===== config.mk =====
export PLATFORM = sky130hd
export DESIGN_NAME = bvd_regs
export DESIGN_NICKNAME = d
export VERILOG_FILES = /design/src/rtl/core/bvd_pkg.sv /design/src/rtl/core/bvd_regs.sv
export SDC_FILE = /design/constraint.sdc
export NUM_CORES = 1
export LEC_CHECK = 0
export CAP_MARGIN = 15
export CORE_MARGIN = 5
export CORE_UTILIZATION = 45
export CTS_BUF_LIST = sky130_fd_sc_hd__clkbuf_16
export DETAILED_ROUTE_END_ITERATION = 10
export DONT_BUFFER_PORTS = 1
export PLACE_DENSITY = 0.66
export SLEW_MARGIN = 10
export SYNTH_ARGS = -nofsm -noshare
export SYNTH_HDL_FRONTEND = slang
export SYNTH_SLANG_ARGS = --single-unit

===== constraint.sdc =====
create_clock -name i_clk -period 1.7 [get_ports i_clk]
set_input_delay 0.085 -clock i_clk [delete_from_list [all_inputs] [get_ports i_clk]]
set_output_delay 0.085 -clock i_clk [all_outputs]
set_load 0.1 [all_outputs]

===== src/rtl/core/bvd_pkg.sv =====
// ----------------------------------------------------------------------------
// bvd_pkg
// Shared types and constants of the beam Viterbi digit decoder.
// ----------------------------------------------------------------------------
package bvd_pkg;

    localparam int NUM_LETTERS = 26;
    localparam int SYM_W       = 5;
    localparam logic [SYM_W-1:0] BREAK_SYM = 5'd26;
    localparam int MAX_LEN     = 1024;
    localparam int LEN_W       = 10;
    localparam int CNT_W       = 11;
    localparam int BEAM_MAX    = 8;
    localparam int BEAM_W      = 3;
    localparam int BCNT_W      = 4;
    localparam int GROUP_CAP   = 3;
    localparam int CAND_W      = 2;
    localparam int MAX_ORDER   = 3;
    localparam int TABLE_DEPTH = 17576;
    localparam int TIDX_W      = 15;
    localparam int TVAL_W      = 16;
    localparam int SCORE_W     = 32;
    localparam int BACK_DEPTH  = MAX_LEN * BEAM_MAX;
    localparam int BACK_DW     = SYM_W + BEAM_W;
    localparam int KEY_W       = 52;
    localparam int APB_AW      = 6;
    localparam int APB_DW      = 64;

    typedef enum logic [2:0] {
        KIND_LOAD   = 3'd0,
        KIND_START  = 3'd1,
        KIND_DIGIT  = 3'd2,
        KIND_FINISH = 3'd3,
        KIND_READ   = 3'd4
    } t_kind;

    typedef enum logic [2:0] {
        REG_SEPARATOR = 3'd0,
        REG_ORDER     = 3'd1,
        REG_WIDTH     = 3'd2,
        REG_KEY_LOW   = 3'd3,
        REG_KEY_HIGH  = 3'd4
    } t_reg_idx;

    typedef struct packed {
        logic [3:0]       separator;
        logic [1:0]       ngram_order;
        logic [3:0]       beam_width;
        logic [KEY_W-1:0] key_low;
        logic [KEY_W-1:0] key_high;
    } t_cfg;

    typedef enum logic [3:0] {
        ST_IDLE,
        ST_DIG,
        ST_SCAN,
        ST_SEL,
        ST_KEEP,
        ST_EXP_RD,
        ST_EXP_ADD,
        ST_EXP_INS,
        ST_NEW_WR,
        ST_BEST,
        ST_BT_RD,
        ST_BT_WR,
        ST_FIN_OUT,
        ST_RD_WAIT,
        ST_RD_OUT
    } t_state;

    typedef struct packed {
        logic table_wr;
        logic start_clear;
        logic capture;
        logic overflow_set;
        logic pos_inc;
        logic scan_init;
        logic scan_step;
        logic keep_init;
        logic keep_brk;
        logic keep_wr;
        logic exp_init;
        logic exp_add;
        logic exp_ins;
        logic new_wr;
        logic best_init;
        logic best_step;
        logic bt_init;
        logic bt_step;
        logic out_fin;
        logic out_rd;
    } t_cmd;

    typedef struct packed {
        logic full;
        logic is_break;
        logic scan_last;
        logic nc_zero;
        logic keep_last;
        logic exp_last;
        logic new_last;
        logic best_done;
        logic pos_zero;
        logic bt_last;
        logic out_free;
    } t_status;

endpackage


===== src/rtl/core/bvd_regs.sv =====
// ----------------------------------------------------------------------------
// bvd_regs
// APB configuration registers: separator, order, beam width and letter key.
// ----------------------------------------------------------------------------
module bvd_regs
    import bvd_pkg::*;
(
    input  logic              i_clk,
    input  logic              i_rst_n,
    input  logic              psel,
    input  logic              penable,
    input  logic              pwrite,
    input  logic [APB_AW-1:0] paddr,
    input  logic [APB_DW-1:0] pwdata,
    output logic [APB_DW-1:0] prdata,
    output logic              pready,
    output t_cfg              o_cfg
);
    t_cfg r_cfg;
    logic w_wr;

    assign pready = 1'b1;
    assign w_wr   = psel & penable & pwrite;
    assign o_cfg  = r_cfg;

    always_ff @(posedge i_clk) begin
        if (!i_rst_n) begin
            r_cfg.separator   <= 4'd0;
            r_cfg.ngram_order <= 2'd3;
            r_cfg.beam_width  <= 4'd8;
            r_cfg.key_low     <= '0;
            r_cfg.key_high    <= '0;
        end else if (w_wr) begin
            unique case (paddr[5:3])
                REG_SEPARATOR: r_cfg.separator   <= pwdata[3:0];
                REG_ORDER:     r_cfg.ngram_order <= pwdata[1:0];
                REG_WIDTH:     r_cfg.beam_width  <= pwdata[3:0];
                REG_KEY_LOW:   r_cfg.key_low     <= pwdata[KEY_W-1:0];
                REG_KEY_HIGH:  r_cfg.key_high    <= pwdata[KEY_W-1:0];
                default: ;
            endcase
        end
    end

    always_comb begin
        unique case (paddr[5:3])
            REG_SEPARATOR: prdata = APB_DW'(r_cfg.separator);
            REG_ORDER:     prdata = APB_DW'(r_cfg.ngram_order);
            REG_WIDTH:     prdata = APB_DW'(r_cfg.beam_width);
            REG_KEY_LOW:   prdata = APB_DW'(r_cfg.key_low);
            REG_KEY_HIGH:  prdata = APB_DW'(r_cfg.key_high);
            default:       prdata = '0;
        endcase
    end
endmodule


---- After elaboration in Yosys (flattened, before gate mapping) ----
Index checks and enable logic that the tools add are counted.
operators by class
  eq/ne operators ......................... 4
  multiplexer cells ....................... 1
  bitwise logic cells ..................... 2
  reductions and logical operators ........ 6
operator list
  cell                count
  $pmux 52 s5         1
  $reduce_and 2->1    5
  $eq 3x2->1 const B  2
  $eq 3x1->1 const B  1
  $eq 3x3->1 const B  1
  $logic_not 3->1     1
  $and 1x1->1         2
word-level totals
  register bits after elaboration ......... 114
  bits of input ports ..................... 75
  output and inout port bits .............. 179

---- Longest topological paths before layout ----
  depth in word-level cells ............... 3
  gate-level depth with buffers ........... 6

---- Worst setup path after synthesis ----
No wires, ideal clock.
  path type ............................... reg2out
  from .................................... register r_cfg, in the netlist o_cfg[52]
  to ...................................... output prdata[0]
  arrival ................................. 2.784 ns
  required time ........................... 1.615 ns
  slack ................................... -1.169 ns
  stages on the path, launching flop included .. 4
  cells stage by stage .................... dfxtp_1 -> mux2_1 -> a22oi_1 -> o22ai_1
between the ends
  word-level cells in the longest chain between the ends .. 1
RTL lines
  item                line            source
  start: declaration  bvd_regs.sv:19  t_cfg r_cfg;
  $pmux 52 s5         bvd_regs.sv:46  unique case (paddr[5:3])
  end: declaration    bvd_regs.sv:15  output logic [APB_DW-1:0] prdata,
No other way between the ends.

==> results by group <==
Run status
  – Outcome: completed

Power
  – Worst vdd ir: 0.000502 V
  – Leakage power of the design: 0.00355 µW
  – Total power draw: 6590 µW
  – Power Dens Cells: 716 mW/mm²

Detailed routing
  – Via count: 5413
  – Wire length reported by the detailed router: 20900 µm
  – 1st-iter DRT viols: 296
  – Detailed-route wire length per cell: 21.3 µm
  – First-pass DRT Iterations: 5
  – Number of nets with antenna violations after routing: 0
  – Number of design rule violations left after detail routing: 0
  – Detailed-route vias per instance: 5.50

Yosys
  – Proportion of synthesized chip area in sequential cells: 44.9%
  – Multiplexer fraction of the synthesized cell area: 23.3%
  – Adder-cell share of the synthesized area: 0%
  – Mapped Cells: 534
  – Count of unique library cells instantiated by Yosys: 23
  – Avg Synthesized Cell Area: 9.51 µm²
  – Count of synthesis-stage warnings from yosys: 0
  – Dominant combinational cell family by area after synthesis: multiplexers
  – Simple logic cell fraction of the synthesized area: 15.2%
  – Summed instance area of the synthesized netlist: 0.00508 mm²
  – Number of synthesized register bits: 114
  – Xor and xnor fraction of the mapped netlist area: 0%
  – Area fraction in compound gates after synthesis: 9.66%

GRT
  – Via count of the first global-routing pass: 5935
  – Largest net degree at the start of global routing: 98
  – Antenna violations before repair: 0
  – Most congested layer reported by global routing: met2
  – Met2 usage in global routing: 58.0%
  – Global-route track usage on met3: 7.72%
  – Global-route wire length before repair: 32000 µm
  – GRT Overall Usage: 30.6%
  – Met1 track utilization from global routing: 29.6%
  – Remaining global-route overflow: 0

Floorplanning
  – Starting Density: 46.5%
  – Ports placed on the boundary: 254
  – Height of the die: 116 µm
  – CORE AREA: 0.0109 mm²
  – Overall die width: 116 µm
  – DIE AREA: 0.0135 mm²
  – Total number of placement rows: 38

Timing
  – Slew of the pin with the lowest slew margin: 545 ps
  – Setup repair after global routing missed its margin: false
  – Post-route fraction of the period consumed by the critical path: 97.1%
  – Post-route clock skew: 0 ps
  – Final hold violation count: 0
  – Count of pins over their slew limit: 0
  – Max-slew headroom at the worst pin: 63.5%
  – Clock period minus final worst setup slack: 1650 ps
  – Setup TNS: 0 ps
  – Maximum operating frequency: 606 MHz
  – # setup viols final: 0

Layout
  – Most common cell after layout, fill and taps aside: nand2_1
  – Area Overhead vs Synth: 81.2%
  – Ant. Diodes: 0
  – Net count reported at finish: 908
  – Fraction of the core area covered by cells at the end of the flow: 84.2%
  – Fraction of final layout cells with drive strength greater than 1: 35.1%
  – Largest register FFs: 114
  – Highest-count cells in the layout ignoring fill and taps: nand2_1, dlygate4sd3_1, buf_4

Place
  – Detailed placer's ending HPWL: 11200 µm
  – Count of buffers inserted at the top-level ports: 0
  – Weighted congestion reported at the end of routability-driven placement: 0.782

CTS
  – Clock sinks: 114
  – H-tree depth reported by CTS: 4
  – Worst skew pair latency: 400 ps
  – Root buf cell: clkbuf_16
  – Clock tree from TritonCTS: done
  – Num CTS Buffers: 17
  – Clk pin slew, worst setup/hold paths: 50 ps
  – Maximum buffer depth of the clock tree: 2

Setup path
  – Setup crit start kind: input pin
  – Type of the worst setup path: in -> reg
  – Worst EP arrival: 1940 ps
  – Required time at the endpoint of the critical path: 1990 ps
  – Kind of end point of the critical path: register
  – Crit Path Max Fanout: 2

Run
  – Maximum Capacitance Violations: 0

Worst hold path
  – Classification of the worst-slack hold path: in -> reg
==> routing by layer <==
layer  up-vias  wire length (µm)
met2       264             11300
li1       2405                 -
met5         -                 0
met4         0              1120
met1      2659              7160
met3        85              1320
==> kinds of logic after synthesis <==
family	count (synthesis)
AO/OA/AOI/OAI	58
buffers and inverters	58
flip-flops	114
multiplexers	118
other	2
AND/OR/NAND/NOR	184
==> worst paths after layout <==
kind                                start          to  slack (ps)  depth (start not counted)
worst min-delay path             paddr[3]  o_cfg[109]          10                          2
worst max register to register  o_cfg[52]   o_cfg[52]         100                          4
worst max-delay path            pwdata[3]  o_cfg[107]          50                          5
worst min register to register  o_cfg[51]   o_cfg[51]         490                          2
==> metrics by stage <==
step	cell area, µm²	std cells	setup WS, ps	hold WS, ps
CTS	9300	997	7.07	27.8
finish	9210	984	48.6	13.1
floorplan	5250	545	-235	250
detailed placement	7110	801	437	254
global route	9210	984	13.6	31.4
global placement	7110	801	484	246
==> synth_stat cells (all sizes together) <==
library cell,n,share of area [%]
a22o,48,8.3
a22oi,4,0.59
a2bb2oi,2,0.34
and3b,1,0.17
and4,1,0.17
buf,34,5.0
clkbuf,24,1.8
conb,2,0.15
dfxtp,114,45
mux2,2,0.44
mux2i,116,23
nand2,166,12
nand4b,1,0.47
nor2,2,0.30
nor2b,9,1.1
nor3b,3,0.64
o21ai,2,0.20
o22ai,2,0.25
or3,1,0.12
==> power breakdown <==
part | internal [µW] | switching, µW | leakage, µW
Clock | 1930 | 1180 | 0.000265
Sequential | 2700 | 17.4 | 0.000935
Combinational | 249 | 514 | 0.00235
==> worst max-delay path: stages <==
cell and delay [ps]:
dlygate4sd3_1 570, nor2b_1 110, dlygate4sd3_1 550, mux2i_1 60, dlygate4sd3_1 570
==> timing repair <==
| item | in CTS | in global routing |
|---|---|---|
| buffers inserted | 0 | 1 |
| endpoints found under the setup margin | 0 | 31 |
| hold buffers | 166 | 15 |
| endpoints found under the hold margin | 114 | 15 |
| gates resized for setup | 0 | 26 |
==> cell type report <==
type,instances,area [µm²]
Clock inverter,13,81.3
Multi-Input combinational cell,373,2630
Timing Repair Buffer,327,3570
Sequential cell,114,2330
Tap cell,140,175
Clock buffer,17,425
Fill cell,552,1730
Power figures use the tool's default switching activity.
