<file path="src/rtl/core/bvd_pkg.sv">
// ----------------------------------------------------------------------------
// bvd_pkg
// Shared types and constants of the beam Viterbi digit decoder.
// ----------------------------------------------------------------------------
package bvd_pkg;

    localparam int NUM_LETTERS = 26;
    localparam int SYM_W       = 5;
    localparam logic [SYM_W-1:0] BREAK_SYM = 5'd26;
    localparam int MAX_LEN     = 1024;
    localparam int LEN_W       = 10;
    localparam int CNT_W       = 11;
    localparam int BEAM_MAX    = 8;
    localparam int BEAM_W      = 3;
    localparam int BCNT_W      = 4;
    localparam int GROUP_CAP   = 3;
    localparam int CAND_W      = 2;
    localparam int MAX_ORDER   = 3;
    localparam int TABLE_DEPTH = 17576;
    localparam int TIDX_W      = 15;
    localparam int TVAL_W      = 16;
    localparam int SCORE_W     = 32;
    localparam int BACK_DEPTH  = MAX_LEN * BEAM_MAX;
    localparam int BACK_DW     = SYM_W + BEAM_W;
    localparam int KEY_W       = 52;
    localparam int APB_AW      = 6;
    localparam int APB_DW      = 64;

    typedef enum logic [2:0] {
        KIND_LOAD   = 3'd0,
        KIND_START  = 3'd1,
        KIND_DIGIT  = 3'd2,
        KIND_FINISH = 3'd3,
        KIND_READ   = 3'd4
    } t_kind;

    typedef enum logic [2:0] {
        REG_SEPARATOR = 3'd0,
        REG_ORDER     = 3'd1,
        REG_WIDTH     = 3'd2,
        REG_KEY_LOW   = 3'd3,
        REG_KEY_HIGH  = 3'd4
    } t_reg_idx;

    typedef struct packed {
        logic [3:0]       separator;
        logic [1:0]       ngram_order;
        logic [3:0]       beam_width;
        logic [KEY_W-1:0] key_low;
        logic [KEY_W-1:0] key_high;
    } t_cfg;

    typedef enum logic [3:0] {
        ST_IDLE,
        ST_DIG,
        ST_SCAN,
        ST_SEL,
        ST_KEEP,
        ST_EXP_RD,
        ST_EXP_ADD,
        ST_EXP_INS,
        ST_NEW_WR,
        ST_BEST,
        ST_BT_RD,
        ST_BT_WR,
        ST_FIN_OUT,
        ST_RD_WAIT,
        ST_RD_OUT
    } t_state;

    typedef struct packed {
        logic table_wr;
        logic start_clear;
        logic capture;
        logic overflow_set;
        logic pos_inc;
        logic scan_init;
        logic scan_step;
        logic keep_init;
        logic keep_brk;
        logic keep_wr;
        logic exp_init;
        logic exp_add;
        logic exp_ins;
        logic new_wr;
        logic best_init;
        logic best_step;
        logic bt_init;
        logic bt_step;
        logic out_fin;
        logic out_rd;
    } t_cmd;

    typedef struct packed {
        logic full;
        logic is_break;
        logic scan_last;
        logic nc_zero;
        logic keep_last;
        logic exp_last;
        logic new_last;
        logic best_done;
        logic pos_zero;
        logic bt_last;
        logic out_free;
    } t_status;

endpackage

</file>
<file path="src/rtl/core/bvd_ctrl.sv">
// ----------------------------------------------------------------------------
// bvd_ctrl
// Sequencer: takes requests and steps the datapath through each operation.
// ----------------------------------------------------------------------------
module bvd_ctrl
    import bvd_pkg::*;
(
    input  logic       i_clk,
    input  logic       i_rst_n,
    input  logic       i_in_valid,
    input  logic [2:0] i_in_kind,
    input  t_status    i_status,
    output logic       o_in_ready,
    output t_cmd       o_cmd
);
    t_state r_state;
    t_state n_state;

    always_ff @(posedge i_clk) begin
        if (!i_rst_n) begin
            r_state <= ST_IDLE;
        end else begin
            r_state <= n_state;
        end
    end

    always_comb begin
        n_state    = r_state;
        o_cmd      = '0;
        o_in_ready = 1'b0;
        unique case (r_state)
            ST_IDLE: begin
                o_in_ready = 1'b1;
                if (i_in_valid) begin
                    o_cmd.capture = 1'b1;
                    unique case (i_in_kind)
                        KIND_LOAD:   o_cmd.table_wr = 1'b1;
                        KIND_START:  o_cmd.start_clear = 1'b1;
                        KIND_DIGIT:  n_state = ST_DIG;
                        KIND_FINISH: begin
                            o_cmd.best_init = 1'b1;
                            n_state         = ST_BEST;
                        end
                        KIND_READ:   n_state = ST_RD_WAIT;
                        default: ;
                    endcase
                end
            end
            ST_DIG: begin
                if (i_status.full) begin
                    o_cmd.overflow_set = 1'b1;
                    n_state            = ST_IDLE;
                end else begin
                    o_cmd.pos_inc = 1'b1;
                    if (i_status.is_break) begin
                        o_cmd.keep_init = 1'b1;
                        o_cmd.keep_brk  = 1'b1;
                        n_state         = ST_KEEP;
                    end else begin
                        o_cmd.scan_init = 1'b1;
                        n_state         = ST_SCAN;
                    end
                end
            end
            ST_SCAN: begin
                o_cmd.scan_step = 1'b1;
                if (i_status.scan_last) begin
                    n_state = ST_SEL;
                end
            end
            ST_SEL: begin
                if (i_status.nc_zero) begin
                    o_cmd.keep_init = 1'b1;
                    n_state         = ST_KEEP;
                end else begin
                    o_cmd.exp_init = 1'b1;
                    n_state        = ST_EXP_RD;
                end
            end
            ST_KEEP: begin
                o_cmd.keep_wr = 1'b1;
                if (i_status.keep_last) begin
                    n_state = ST_IDLE;
                end
            end
            ST_EXP_RD: n_state = ST_EXP_ADD;
            ST_EXP_ADD: begin
                o_cmd.exp_add = 1'b1;
                n_state       = ST_EXP_INS;
            end
            ST_EXP_INS: begin
                o_cmd.exp_ins = 1'b1;
                n_state       = i_status.exp_last ? ST_NEW_WR : ST_EXP_RD;
            end
            ST_NEW_WR: begin
                o_cmd.new_wr = 1'b1;
                if (i_status.new_last) begin
                    n_state = ST_IDLE;
                end
            end
            ST_BEST: begin
                if (!i_status.best_done) begin
                    o_cmd.best_step = 1'b1;
                end else begin
                    o_cmd.bt_init = 1'b1;
                    n_state       = i_status.pos_zero ? ST_FIN_OUT : ST_BT_RD;
                end
            end
            ST_BT_RD: n_state = ST_BT_WR;
            ST_BT_WR: begin
                o_cmd.bt_step = 1'b1;
                n_state       = i_status.bt_last ? ST_FIN_OUT : ST_BT_RD;
            end
            ST_FIN_OUT: begin
                if (i_status.out_free) begin
                    o_cmd.out_fin = 1'b1;
                    n_state       = ST_IDLE;
                end
            end
            ST_RD_WAIT: n_state = ST_RD_OUT;
            ST_RD_OUT: begin
                if (i_status.out_free) begin
                    o_cmd.out_rd = 1'b1;
                    n_state      = ST_IDLE;
                end
            end
            default: n_state = ST_IDLE;
        endcase
    end
endmodule

</file>
<file path="config.mk">
export PLATFORM = sky130hd
export DESIGN_NAME = bvd_ctrl
export DESIGN_NICKNAME = d
export VERILOG_FILES = /design/src/rtl/core/bvd_pkg.sv /design/src/rtl/core/bvd_ctrl.sv
export SDC_FILE = /design/constraint.sdc
export NUM_CORES = 1
export LEC_CHECK = 0
export ABC_AREA = 1
export ABC_CLOCK_PERIOD_IN_PS = 2700
export BUFFER_PORTS_ARGS = -buffer_cell sky130_fd_sc_hd__buf_4
export CELL_PAD_IN_SITES_DETAIL_PLACEMENT = 1
export CELL_PAD_IN_SITES_GLOBAL_PLACEMENT = 1
export CORE_UTILIZATION = 27
export CTS_BUF_LIST = sky130_fd_sc_hd__clkbuf_16
export DETAILED_ROUTE_END_ITERATION = 16
export PLACE_DENSITY_LB_ADDON = 0.2
export SETUP_SLACK_MARGIN = 0.02
export SYNTH_ARGS = -nofsm -noshare
export SYNTH_HDL_FRONTEND = slang
export SYNTH_SLANG_ARGS = --single-unit
</file>
<file path="constraint.sdc">
create_clock -name i_clk -period 2.7 [get_ports i_clk]
set_input_delay 0.405 -clock i_clk [delete_from_list [all_inputs] [get_ports i_clk]]
set_output_delay 0.405 -clock i_clk [all_outputs]
set_load 0.01 [all_outputs]
</file>
# After elaboration in Yosys (flattened, before gate mapping)
# Cells that the tools add are included.
[classes]
muxes = 45
eq_ne = 25
reduce_logical = 4
[ops]
columns = ["operator", "n"]
rows = [
  ["one-hot mux 4 bit (14 select lines)", 1],
  ["two-way mux 4 bit", 8],
  ["== test 4 bit (second input constant)", 7],
  ["two-way mux 1 bit", 24],
  ["two-way mux 3 bit", 6],
  ["== test 4 x 3 -> 1 bit (second input constant)", 4],
  ["one-hot mux 4 bit (3 select lines)", 1],
  ["!= test 2 bit (second input constant)", 5],
  ["== test 4 x 2 -> 1 bit (second input constant)", 2],
  ["two-way mux 2 bit", 4],
  ["AND reduction 7 bit", 1],
  ["== test 3 x 2 -> 1 bit (second input constant)", 2],
  ["== test 4 x 1 -> 1 bit (second input constant)", 1],
  ["logical NOT 4 bit", 1],
  ["!= test 4 x 1 -> 1 bit (second input constant)", 1],
  ["== test 3 x 1 -> 1 bit (second input constant)", 1],
  ["== test 3 bit (second input constant)", 1],
  ["logical NOT 3 bit", 1],
  ["!= test 2 x 1 -> 1 bit (second input constant)", 1],
  ["one-hot mux 1 bit (2 select lines)", 1],
  ["OR reduction 2 bit", 1],
]
[word_totals]
out_inout_bits = 21
inputBits = 17
register_bits = 4
word_cells = 75

# Depth between registers and ports, before layout
[depth]
ltp_word = 4
depth_mapped = 10
mapped_depth_nobuf = 10

# Worst setup path after synthesis
# No wires, ideal clock.
[synth_timing]
path_type = "register -> output"
start = "reg r_state[3]"
end = "out o_cmd[18] in the netlist's numbering"
t_required_ns = 2.295
path_buffers = 0
path_slack_ns = 1.106
stages_incl_launch_ff = 6
arrival_time_ns = 1.189
path_cell_list = "dfxtp_1 -> nor2_2 -> nand2_2 -> inv_2 -> nand2_1 -> nor4_1"
[synth_rtl]
columns = ["element", "line", "rtl"]
rows = [
  ["start, declared", "bvd_ctrl.sv:16", "t_state r_state;"],
  ["start signal, assigned", "bvd_ctrl.sv:23", "r_state <= n_state;"],
  ["end, declared", "bvd_ctrl.sv:14", "output t_cmd o_cmd"],
]

==> out/metrics.yaml <==
place:
  port_buffers: 37
  dp_hpwl_mm: 1.963
  gp_congestion: 0.7886
  dpl_cell_area_um2: 927.1
  dp_cells: 188
finish:
  largest_reg_flops: 4
  area_delta_synth_final_pct: 62.80
  fin_area_mm2: 0.001002
  finalNetCount: 183
  fillers: 297
  regMostFlops: "r_state"
  reg_top3: "r_state x4"
  final_cells: 191
  final_common_cell: "buf_4"
  final_cell_mix: "buf_4, nand2_1, inv_1"
  antenna_cells: 0
  final_core_util: 0.4908
  drive_gt1_frac: 0.3415
global_route:
  grt_usage: 0.2087
  antenna_found_initial: 0
  grt_pass1_wl_mm: 3.884
  grt_max_degree: 8
  grt_overflow: 0
  grt_pass1_vias: 911
sta:
  tightest_slew_ns: 0.3071
  fin_setup_tns_ns: 0
  fin_crit_sh: 0.7237
  clock.fmax_mhz: 511.8
  rsz0062_at_grt: "no"
  finClkSkew_ns: 0.002583
  drv_slew: 0
  finalSetupViolCount: 0
  period_needed_ns: 1.954
  maxSlewHeadroom: 0.7945
  hold_violations: 0
critical_path:
  cp.arrival_ns: 1.55
  worst_setup_path_start_kind: "register"
  reg2reg_from: "r_state[3]"
  required_ns: 2.30
  crit_start: "r_state[1]"
  critPathCaptureType: "output pin"
  criticalPathCategory: "register to output pin"
  worst-path-max-fanout: 7
route:
  first_pass_iters: 4
  viasPerCell: 4.759
  route.met2.wl_mm: 1.179
  post-route-drc-count: 0
  ant_nets: 0
  num_vias: 909
  wl_met3_um: 137
  wl_mm: 2.346
  drt_iter0_markers: 7
  dr.max_layer_used: "met4"
  routedWlPerCell_um: 12.28
  drt-met1-wl_um: 963
logic_synthesis:
  synth-seq-cells: 4
  yosys_warnings: 0
  ys_seq_area_frac: 0.1301
  syn_area_um2: 615.6
  syn-num-nets: 141
  synthCells: 124
  syn_area_per_cell_um2: 4.964
  ys_types: 18
clock_network:
  insertion_delay_ns: 0.22
  ctsRootBufferMaster: "clkbuf_16"
  clkTransAtPathRegs_ns: 0.03
  postCtsResizedCells: 0
  tritoncts: "built"
  htree_levels: 1
  clock_sinks: 4
  ctsLongestPathBuffers: 2
  ctsHoldBuffers: 0
  cts_setup_buffers: 0
  cts_made_buffers: 3
min_path:
  hp-class: "primary input to register"
  hp-start: "i_rst_n"
floorplanning:
  start_util: 0.3015
  die_area_mm2: 0.002475
  core-area_mm2: 0.002042
  io_pins: 38
  die_h_um: 49.75
  num_rows: 16
  die_w_um: 49.75
job:
  maxCapViolCount: 0
pwr:
  leakage_uw: 0.0006026
  power_density_mw_per_mm2: 662.2
  ir_worst_vdd_mv: 0.5220
run_status:
  status: "finished, final reports clean"
-- critical path: stages (launching register included) --
cell and delay [ns]:
dfxtp_1 0.36, nor2_1 0.28, nand2_2 0.11, inv_2 0.09, nand2_1 0.10, nor4_1 0.22, buf_4 0.18
-- final timing paths --
check / depth (start not counted) / slack [ns] / endpoint
max reg2reg: 9 / 1.23 / r_state[0]
max: 6 / 0.75 / o_cmd[18]
min: 3 / 0.46 / r_state[2]
min reg2reg: 2 / 0.56 / r_state[1]
-- Yosys cell counts (all sizes together) --
cell type | instances | area, µm²
a21oi | 4 | 23.77
nor4 | 2 | 12.51
o21ai | 2 | 10.01
nor2 | 24 | 105.1
inv | 31 | 116.4
nand4 | 2 | 12.51
dfxtp | 4 | 80.08
nand2 | 35 | 138.9
nor3 | 3 | 15.01
nand3 | 14 | 80.08
nand3b | 1 | 7.510
o211ai | 1 | 7.510
o22ai | 1 | 6.260
-- cell families after synthesis --
group / after synthesis / share of synthesized area
buffers and inverters: 31 / 0.1890
flip-flops: 4 / 0.1301
AND/OR/NAND/NOR: 81 / 0.6037
AO/OA/AOI/OAI: 8 / 0.07724
-- layout make-up --
type,instances,area [µm²],share of cell area
Clock buffer,3,75.07,0.07491
Inverter,31,116.4,0.1161
Multi-Input combinational cell,89,419.2,0.4182
Sequential cell,4,80.08,0.07990
Tap cell,27,33.78,0.03371
Timing Repair Buffer,37,277.8,0.2772
-- metrics by stage --
step	setup slack, ns	hold WS (ns)	power (µW)
4_1_cts	0.7742	0.4610	667.0
6_report	0.7460	0.4617	663.6
2_1_floorplan	1.106	0.5117	294.1
3_3_place_gp	1.090	0.5467	414.9
3_5_place_dp	1.010	0.5576	424.8
5_1_grt	0.5591	0.4857	713.7
-- layer usage --
layer | up-vias | GRT usage
met1 | 406 | 0.2196
met5 | - | 0
li1 | 460 | -
met4 | 0 | 0.09524
met2 | 32 | 0.3829
met3 | 11 | 0.05247
-- power breakdown --
part / internal (µW) / total, µW / switching, µW
clock network: 189 / 231 / 41.4
logic: 125 / 342 / 218
registers: 71.5 / 90.6 / 19.1
Note: power is estimated with default switching activity, not from simulation.
